**src/sv/gnodf_sqrt.sv**
```systemverilog
// Pipelined integer square root, one result bit per stage, 16-bit result.
module gnodf_sqrt #(
    parameter int TW = 12
) (
    input  logic          i_clk,
    input  logic          i_rst_n,
    input  logic          i_valid,
    input  logic [31:0]   i_rad,
    input  logic [TW-1:0] i_tag,
    output logic          o_valid,
    output logic [15:0]   o_root,
    output logic [TW-1:0] o_tag
);
    localparam int STAGES = 16;

    logic [31:0]   r_rem  [STAGES+1];
    logic [15:0]   r_root [STAGES+1];
    logic [TW-1:0] r_tag  [STAGES+1];
    logic          r_vld  [STAGES+1];

    always_comb begin
        r_rem[0]  = i_rad;
        r_root[0] = '0;
        r_tag[0]  = i_tag;
        r_vld[0]  = i_valid;
    end

    for (genvar s = 0; s < STAGES; s++) begin : g_stage
        localparam int B = STAGES - 1 - s;
        logic [33:0] trial;
        logic [33:0] rem_ext;
        assign trial   = ({18'd0, r_root[s]} << (B + 1)) | (34'd1 << (2 * B));
        assign rem_ext = {2'b00, r_rem[s]};
        always_ff @(posedge i_clk) begin
            if (!i_rst_n) begin
                r_vld[s+1] <= 1'b0;
            end else begin
                r_vld[s+1] <= r_vld[s];
            end
            r_tag[s+1] <= r_tag[s];
            if (rem_ext >= trial) begin
                r_rem[s+1]  <= r_rem[s] - trial[31:0];
                r_root[s+1] <= r_root[s] | (16'd1 << B);
            end else begin
                r_rem[s+1]  <= r_rem[s];
                r_root[s+1] <= r_root[s];
            end
        end
    end

    assign o_valid = r_vld[STAGES];
    assign o_root  = r_root[STAGES];
    assign o_tag   = r_tag[STAGES];
endmodule

```
**config.mk**
```make
export PLATFORM = sky130hd
export DESIGN_NAME = gnodf_sqrt
export DESIGN_NICKNAME = d
export VERILOG_FILES = /design/src/sv/gnodf_sqrt.sv
export SDC_FILE = /design/constraint.sdc
export NUM_CORES = 1
export LEC_CHECK = 0
export BUFFER_PORTS_ARGS = -buffer_cell sky130_fd_sc_hd__clkbuf_2
export CORE_ASPECT_RATIO = 0.75
export CORE_MARGIN = 10
export CORE_UTILIZATION = 35
export CTS_CLUSTER_SIZE = 28
export DETAILED_ROUTE_END_ITERATION = 6
export HOLD_SLACK_MARGIN = 0.02
export MAX_ROUTING_LAYER = met4
export PLACE_DENSITY_LB_ADDON = 0.12
export SLEW_MARGIN = 40
export SYNTH_ARGS = -nofsm -noshare
export SYNTH_HDL_FRONTEND = slang
export SYNTH_SLANG_ARGS = --single-unit
```
**constraint.sdc**
```tcl
create_clock -name i_clk -period 3.3 [get_ports i_clk]
set_input_delay 0.33 -clock i_clk [delete_from_list [all_inputs] [get_ports i_clk]]
set_output_delay 0.33 -clock i_clk [all_outputs]
set_load 0.1 [all_outputs]
```
==> metrics.yaml, run 1 <==
routing:
  wirelength_mm: 61.70
  dr_total_vias: 17800
  postRouteAntennaNets: 0
  drt-initial-drc-count: 1144
  drc: 0
  via_per_inst: 4.693
  wl_per_cell_um: 16.27
  firstDrtPassIters: 5
yosys:
  syn_area_per_cell_um2: 10.95
  syn_area_mm2: 0.02746
  yosysSeqAreaShare: 0.6007
  netlist_top_cells_count: "dfxtp_1 (824), inv_1 (180), ha_1 (150), nor2_1 (141), nand2_1 (132)"
  synth_seq_cells: 824
  synth-edff-count: 0
  yosysMostFrequentCell: "dfxtp_1"
  yosys_warnings: 0
  synth_fp_nets: 2706
  synth_flop_cell: "dfxtp_1"
  synth_cell_types: 80
  yosys.area.top_type: "dfxtp_1"
  ys_top_cells_by_area: "dfxtp_1 (60%), ha_1 (6.8%), xor2_1 (3.3%), xnor2_1 (2.8%), inv_1 (2.5%)"
  synth_top_area_frac: 0.6007
  synthArstFlopShare: 0
  synth_cells: 2509
setup_path:
  path_class: "flip-flop to flip-flop"
  crit_path_start_kind: "flip-flop"
  crit_fanout: 16
  reg2reg_setup_slack_ns: 0.27
  crit_required_ns: 3.82
  worst_r2r_endpoint: "g_stage[9].rem_ext[18]"
  end_kind: "flip-flop"
  reg2reg_from: "g_stage[8].trial[16]"
  crit_arrival_ns: 3.55
  reg2reg_depth: 10
power:
  clock_power_share: 0.322
  p_leak_uw: 0.01444
  p_int_uw: 21230
  power_switching_uw: 9825
  swShare: 0.3164
  p_comb_frac: 0.238
  peakVddDrop_uv: 385.0
  p_per_area_mw_per_mm2: 955.3
  seq_power_share: 0.440
floorplanning:
  initial_core_util: 0.3553
  die_area_mm2: 0.09018
  rows: 88
  core-area_mm2: 0.07729
  die_x_um: 343.4
  fp.dieH_um: 262.6
  ios: 76
sta:
  setup_viol_count_final: 0
  fmaxAchievable_mhz: 329.6
  worst_pin_slew_ns: 0.7529
  period_minus_slack_ns: 3.034
  rsz0062_at_grt: "no"
  final-hold-violation-count: 0
  final.setup.tns_ns: 0
  min_period_over_period: 0.9193
  fin_skew_ns: 0.02147
  setup_ws_ns: 0.2664
  relSlewSlack: 0.4942
  slew_violations: 0
placed_design:
  pre_cts_ws_ns: 0.3000
  dp_hpwl_mm: 46.98
  port_buffers: 75
  place_congestion: 0.8784
finish:
  area_delta_synth_final_pct: 18.38
  fillers: 7316
  nNetsFinal: 2888
  layout-drive-gt1-share: 0.1034
min_path:
  holdCritPathClass: "input pin to flip-flop"
  min_from: "i_rst_n"
  min_path_cells: 2
  min_to: "r_vld[2]"
clock_tree:
  cts_buffers: 82
  cts_max_path_buffers: 3
  clk_pin_slew_ns: 0.06
  cts_tree: "built"
  post-cts-setup-buffers: 0
  clock_latency_ns: 0.64
  cts_sinks: 824
  cts_root_buf: "clkbuf_16"
  htreeDepth: 3
global_routing:
  grt_pass1_wl_mm: 99.26
  grt_max_degree: 28
  grt.overflow.total: 0
  grt_pass1_vias: 17850
  grt_use_total: 0.1400
  antenna_found_initial: 2
run_status:
  status: "complete, no violations"
flow_run:
  drv_cap: 0
-- area by class of cell --
class,instances,area [µm²],share of cell area
sequential,824,16500,0.5074
multi-input combinational,1457,10050,0.3093
clock buffer,110,2328,0.07162
tap,1035,1295,0.03983
timing repair buffer,143,1011,0.03110
inverter,183,686.9,0.02113
clock inverter,40,635.6,0.01955
antenna,1,2.502,0.00007697
-- worst max-delay path, stage by stage (launching register included) --
cell and delay [ns]:
dfxtp_1 0.33, inv_1 0.05, ha_1 0.36, nor2b_1 0.17
o31a_1 0.28, or2_2 0.30, a31oi_1 0.35, and2_0 0.42
clkinv_1 0.16, buf_4 0.22, mux2_2 0.29
-- power by group through the flow --
stage | clock, µW | combinational (µW) | sequential (µW)
6_report | 10000 | 7400 | 13700
5_1_grt | 10700 | 8300 | 13900
4_1_cts | 10300 | 7380 | 13600
3_5_place_dp | 0 | 7270 | 13800
3_3_place_gp | 0 | 7210 | 13900
2_1_floorplan | 0 | 5530 | 13200
-- flip-flops by register name, indices dropped and copies added (netlist names) --
name,flops
g_stage.rem_ext,480
g_stage.trial,120
o_root,16
o_tag,12
o_valid,1
r_tag,180
r_vld,15
-- layout by cell type (no fill, tap or decap), types with 8 or more instances in the layout --
master,Yosys,routed
nand2b_1,30,30
o21bai_1,9,9
nand2_1,132,132
or2_2,13,13
xnor2_1,89,89
nor4b_1,21,21
nand3_1,37,37
or4_1,11,11
buf_4,13,22
nor2b_1,25,25
a21oi_1,108,108
mux2_2,19,19
o21ai_1,8,8
ha_1,150,150
nor2_1,141,141
nand4_1,34,34
o21ai_0,112,112
nor4_1,74,74
a211oi_1,16,16
and2_1,24,24
clkbuf_16,0,83
o21a_1,34,34
clkbuf_8,0,15
clkbuf_2,0,75
a31oi_1,10,10
a21o_1,29,29
bufinv_16,0,13
dfxtp_1,824,824
clkbuf_1,20,12
xor2_1,104,104
dlygate4sd3_1,0,45
nor3b_1,11,11
inv_1,180,180
o211ai_1,9,9
o31ai_1,10,10
or3_1,24,24
nor3_1,64,64
clkinv_2,0,12
-- worst max-delay path by stage --
stage                                startpoint  slack (ns)                       to
after floorplan           g_stage[13].trial[15]        0.64  g_stage[14].rem_ext[16]
after global placement     g_stage[12].trial[8]        0.33  g_stage[13].rem_ext[29]
after detailed placement   g_stage[8].trial[16]        0.30   g_stage[9].rem_ext[21]
after CTS                  g_stage[8].trial[16]        0.27   g_stage[9].rem_ext[18]
after global routing       g_stage[12].trial[9]        0.03  g_stage[13].rem_ext[29]
final                      g_stage[8].trial[16]        0.27   g_stage[9].rem_ext[18]
-- what timing repair did --
action / CTS / global route
resized for setup: 0 / 0
hold buffers: 45 / 0
hold endpoints to repair: 45 / 0
-- cell families (layout without fill, tap and decap cells) --
kind of cell,after synthesis,count (layout),share of synthesized area
xor gates and xnor gates,193,193,0.06155
buffers and inverters,228,476,0.03362
DFF,824,824,0.6007
adders and majority gates,150,150,0.06834
other,0,1,0
and+or+nand+nor,683,683,0.1331
AOI/OAI and AO/OA,405,405,0.09236
muxes,26,26,0.01034
-- metrics by stage --
stage,cells,utilization,hold slack [ns],total power [µW],instance area [µm²]
2_1_floorplan,2509,-,0.3096,18690,27460
3_3_place_gp,3597,0.3764,0.3095,21070,29090
3_5_place_dp,3597,0.3764,0.3121,21100,29090
4_1_cts,3792,0.4206,0.04018,31340,32510
5_1_grt,3792,0.4206,0.1011,32860,32510
6_report,3793,0.4206,0.06844,31060,32510
-- metal layers --
metal	global-route usage	part of all wire	wire (µm)	vias up
li1	-	-	-	9008
met1	0.2111	0.55	33870	8214
met2	0.1828	0.37	23000	458
met3	0.02700	0.053	3260	119
met4	0.04390	0.026	1576	0
met5	-	0	0	-
No activity file was read; power rests on OpenSTA's default activity.
==> run 2, diff against run 1 <==
RECOVER_POWER = 100   (was not set)
==> metrics.yaml, run 2 (synthesized netlist as in run 1, its figures left out) <==
run_status:
  status: "complete, no violations"
setup_path:
  path_depth: 9
  critPathSlowestCell: "clkbuf_1"
  reg2reg_from: "g_stage[9].trial[17]"
  worstSetupEndpoint: "g_stage[10].rem_ext[22]"
  path_class: "flip-flop to flip-flop"
  end_kind: "flip-flop"
  slowest_delay_ns: 0.52
  reg2reg_depth: 9
  critPathTopFamily: "compound AO/OA/AOI/OAI gates"
  crit_fanout: 12
  cp-startpoint: "g_stage[9].trial[17]"
  worst-path-buf-inv: 2
  crit_path_start_kind: "flip-flop"
  worstPathCellList: "inv_1, ha_1, a211oi_1, o21bai_1, a211o_1, o221ai_1, and2_1, clkbuf_1, o21ai_0"
  worst_r2r_endpoint: "g_stage[10].rem_ext[22]"
  crit_arrival_ns: 3.59
  reg2reg_setup_slack_ns: 0.12
  crit_required_ns: 3.71
global_routing:
  grt_use_total: 0.1400
  grt_max_degree: 28
  use_met1: 0.2111
  grt.overflow.total: 0
  grt_util_met3: 0.02700
  grt-busiest-layer: "met1"
  grt_pass1_wl_mm: 99.26
  grt_pass1_vias: 17850
  antenna_found_initial: 2
  met2_usage: 0.1828
sta:
  min_period_over_period: 0.9623
  setup_viol_count_final: 0
  fin_skew_ns: 0.02234
  worst_pin_slew_ns: 1.195
  setup_ws_ns: 0.1245
  final.setup.tns_ns: 0
  rsz0062_at_grt: "no"
  period_minus_slack_ns: 3.176
  relSlewSlack: 0.2069
  slew_violations: 0
  fmaxAchievable_mhz: 314.9
  final-hold-violation-count: 0
clock_tree:
  clk_pin_slew_ns: 0.06
  cts_sinks: 824
  htreeDepth: 3
  cts_buffers: 82
  clock_latency_ns: 0.64
  cts_max_path_buffers: 3
  post-cts-setup-buffers: 0
  cts_hold_repair.buffers: 45
  cts_root_buf: "clkbuf_16"
  cts_resized: 0
  cts_tree: "built"
finish:
  layout_commonest_cell: "dfxtp_1"
  largest_reg_flops: 480
  diodes: 0
  nNetsFinal: 2888
  area_delta_synth_final_pct: 17.84
  fillers: 7367
  instances_no_fill: 3792
  final_cell_mix: "dfxtp_1 (824), inv_1 (180), ha_1 (150)"
  final_area_mm2: 0.03236
  layout-drive-gt1-share: 0.07762
floorplanning:
  fp.dieH_um: 262.6
  ios: 76
  core-area_mm2: 0.07729
  initial_core_util: 0.3553
  die_area_mm2: 0.09018
  die_x_um: 343.4
  rows: 88
min_path:
  holdCritPathClass: "input pin to flip-flop"
routing:
  via_per_inst: 4.710
  drt-initial-drc-count: 1251
  firstDrtPassIters: 7
  wirelength_mm: 61.89
  dr_total_vias: 17860
  wl_per_cell_um: 16.32
  postRouteAntennaNets: 0
  drc: 0
placed_design:
  place_congestion: 0.8784
  dp.cells: 3597
  placed_cell_area_mm2: 0.02909
  dp_hpwl_mm: 46.98
  port_buffers: 75
  pre_cts_ws_ns: 0.3000
power:
  p_leak_uw: 0.01423
  peakVddDrop_uv: 384.3
  p_per_area_mw_per_mm2: 957.4
flow_run:
  drv_cap: 0
## run 2: changes by cell type in the layout (fill, tap and decap cells not counted), moves of 2 or more
cell,before,now
clkbuf_1,12,73
clkbuf_2,75,24
and2_0,1,11
and2_1,24,14
buf_4,22,12
o21ai_0,112,119
o21ai_1,8,1
mux2_1,0,2
mux2_2,19,17
or3_1,24,26
or3_4,2,0
## run 2: report_power, final
group	leakage (µW)	total [µW]	switching, µW	internal (µW)
registers	0.00692	13700	1700	12000
logic	0.00588	7330	4140	3190
clock network	0.00144	10000	3960	6040
total	0.0142	31000	9800	21200
## run 2: per-layer routing
layer | part of all wire | vias up
met5 | 0 | -
met4 | 0.026 | 0
met3 | 0.051 | 123
met2 | 0.37 | 476
met1 | 0.55 | 8256
li1 | - | 9004
## run 2: layout make-up
cell class	instances	area [µm²]	share of cell area
clock inverters	40	635.6	0.01964
repair buffers	143	909.6	0.02811
flip-flops and latches	824	16500	0.5098
inverters	183	686.9	0.02123
well taps	1035	1295	0.04002
multi-input cells	1457	10010	0.3093
clock buffers	110	2328	0.07196
## run 2: through the flow
| step | power [µW] | hold slack, ns | utilization |
|---|---|---|---|
| after global placement | 21070 | 0.3095 | 0.3764 |
| after detailed placement | 21100 | 0.3121 | 0.3764 |
| after CTS | 31340 | 0.04018 | 0.4206 |
| final | 30980 | 0.08167 | 0.4187 |
| after global routing | 32790 | 0.1050 | 0.4187 |
| after floorplan | 18690 | 0.3096 | - |
## run 2: worst min path at each step
stage                          start  cells past startpoint  slack, ns    endpoint
after floorplan            r_tag[12]                      0       0.31    o_tag[0]
after detailed placement  r_tag[117]                      0       0.31  r_tag[105]
after CTS                    i_rst_n                      2       0.04   r_vld[10]
final                        i_rst_n                      2       0.08    r_vld[2]
after global routing         i_rst_n                      2       0.10   r_vld[10]
after global placement    r_tag[161]                      0       0.31  r_tag[149]
==> run 3, diff against run 2 <==
CORE_UTILIZATION = 45   (was 35)
==> metrics.yaml, run 3 (synthesized netlist as in run 1, its figures left out) <==
setup_path:
  critPathSlowestCell: "clkbuf_1"
  end_kind: "flip-flop"
  reg2reg_from: "g_stage[10].trial[12]"
  reg2reg_depth: 7
  crit_path_start_kind: "flip-flop"
  worst_r2r_endpoint: "g_stage[11].rem_ext[13]"
  reg2reg_setup_slack_ns: 0.22
  crit_arrival_ns: 3.58
  crit_required_ns: 3.79
  crit_fanout: 18
  worstPathCellList: "inv_1, ha_1, nor4b_1, nand4_1, nand4b_1, clkbuf_1, mux2_1"
  worst-path-buf-inv: 2
  critPathTopFamily: "simple AND/OR/NAND/NOR gates"
  slowest_delay_ns: 0.73
  path_class: "flip-flop to flip-flop"
power:
  p_leak_uw: 0.01415
  peakVddDrop_uv: 464.4
  p_per_area_mw_per_mm2: 950.9
global_routing:
  grt.overflow.total: 0
  antenna_found_initial: 4
  grt_pass1_wl_mm: 92.76
  grt_use_total: 0.1649
  grt_max_degree: 29
  grt_pass1_vias: 17360
sta:
  worst_pin_slew_ns: 1.196
  period_minus_slack_ns: 3.085
  rsz0062_at_grt: "no"
  fin_skew_ns: 0.02198
  slew_violations: 0
  final-hold-violation-count: 0
  min_period_over_period: 0.9348
  final.setup.tns_ns: 0
  setup_viol_count_final: 0
  fmaxAchievable_mhz: 324.2
  relSlewSlack: 0.2064
finish:
  final_cell_mix: "dfxtp_1 (824), inv_1 (180), ha_1 (150)"
  utilization: 0.5275
  layout-drive-gt1-share: 0.07370
  area_delta_synth_final_pct: 16.03
  nNetsFinal: 2877
  largest_reg_flops: 480
  layout_commonest_cell: "dfxtp_1"
  fillers: 5334
clock_tree:
  cts_max_path_buffers: 3
  cts_root_buf: "clkbuf_16"
  cts_sinks: 824
  cts_resized: 0
  htreeDepth: 3
  clock_latency_ns: 0.63
  cts_tree: "built"
  cts_buffers: 77
  clk_pin_slew_ns: 0.06
routing:
  postRouteAntennaNets: 0
  drt-initial-drc-count: 1020
  dr_total_vias: 17710
  wirelength_mm: 57.99
  via_per_inst: 4.999
  firstDrtPassIters: 5
  wl_per_cell_um: 16.37
  drc: 0
run_status:
  status: "complete, no violations"
min_path:
  min_from: "i_rst_n"
  holdCritPathClass: "input pin to flip-flop"
  min_to: "o_valid"
  min_path_cells: 2
floorplanning:
  core-area_mm2: 0.06041
  fp.dieH_um: 233.9
  ios: 76
  die_area_mm2: 0.07141
  initial_core_util: 0.4546
  rows: 78
  die_x_um: 305.3
placed_design:
  port_buffers: 75
  dp_hpwl_mm: 44.34
  place_congestion: 0.8650
flow_run:
  drv_cap: 0
[run 3: cell types whose count changed in the layout (fill, tap and decap cells not counted), moves of 4 or more]
cell and delta:
clkbuf_1 -8, clkbuf_2 +5, buf_4 -5, clkbuf_16 -6, clkinvlp_4 -4
[run 3: worst reg2reg max path, delay by kind of cell (launching register included)]
family | cells | cell delay (ns)
mux | 1 | 0.42
buf+inv | 2 | 0.78
flops | 1 | 0.34
fa+ha+maj | 1 | 0.38
simple gates | 3 | 1.04
[run 3: how the worst max path moves through the flow]
| stage | cells after the start | slack, ns | start | end |
|---|---|---|---|---|
| after CTS | 9 | 0.31 | g_stage[8].trial[16] | g_stage[9].rem_ext[18] |
| after global routing | 7 | 0.03 | g_stage[10].trial[12] | g_stage[11].rem_ext[13] |
| after floorplan | 10 | 0.64 | g_stage[13].trial[15] | g_stage[14].rem_ext[16] |
| final | 7 | 0.22 | g_stage[10].trial[12] | g_stage[11].rem_ext[13] |
| after detailed placement | 8 | 0.34 | g_stage[11].trial[15] | g_stage[12].rem_ext[19] |
| after global placement | 8 | 0.37 | g_stage[11].trial[15] | g_stage[12].rem_ext[19] |
[run 3: power breakdown]
group / switching (µW) / total [µW] / internal [µW] / leakage (µW)
Clock: 3810 / 9420 / 5610 / 0.00136
Sequential: 1560 / 13500 / 11900 / 0.00692
Combinational: 4210 / 7370 / 3160 / 0.00587
Total: 9580 / 30300 / 20700 / 0.0141
[run 3: final cells by class]
class	instances	area (µm²)	share of cell area
tap	800	1001	0.03141
clock inverter	36	596.8	0.01873
multi-input combinational	1457	10010	0.3141
inverter	183	686.9	0.02156
timing repair buffer	137	874.6	0.02745
antenna	1	2.502	0.00007853
clock buffer	104	2198	0.06899
sequential	824	16500	0.5177
[run 3: stage by stage]
stage	instances	hold WS [ns]	area [µm²]	total power (µW)	setup WS (ns)
3_5_place_dp	3356	0.3121	28750	21050	0.3363
6_report	3542	0.08440	31860	30300	0.2152
3_3_place_gp	3356	0.3095	28750	20980	0.3711
2_1_floorplan	2509	0.3096	27460	18690	0.6409
4_1_cts	3541	0.06470	32000	30620	0.3092
5_1_grt	3541	0.1046	31860	32080	0.03117
[run 3: what timing repair did]
item,4_1_cts,5_1_grt
setup buffers,0,0
hold buffers,45,0
hold endpoints to repair,45,0
[run 3: layer usage]
layer,track usage,wire length [µm]
met3,0.03983,3417
met2,0.2230,22080
met4,0.04248,1177
met5,-,0
met1,0.2410,31310
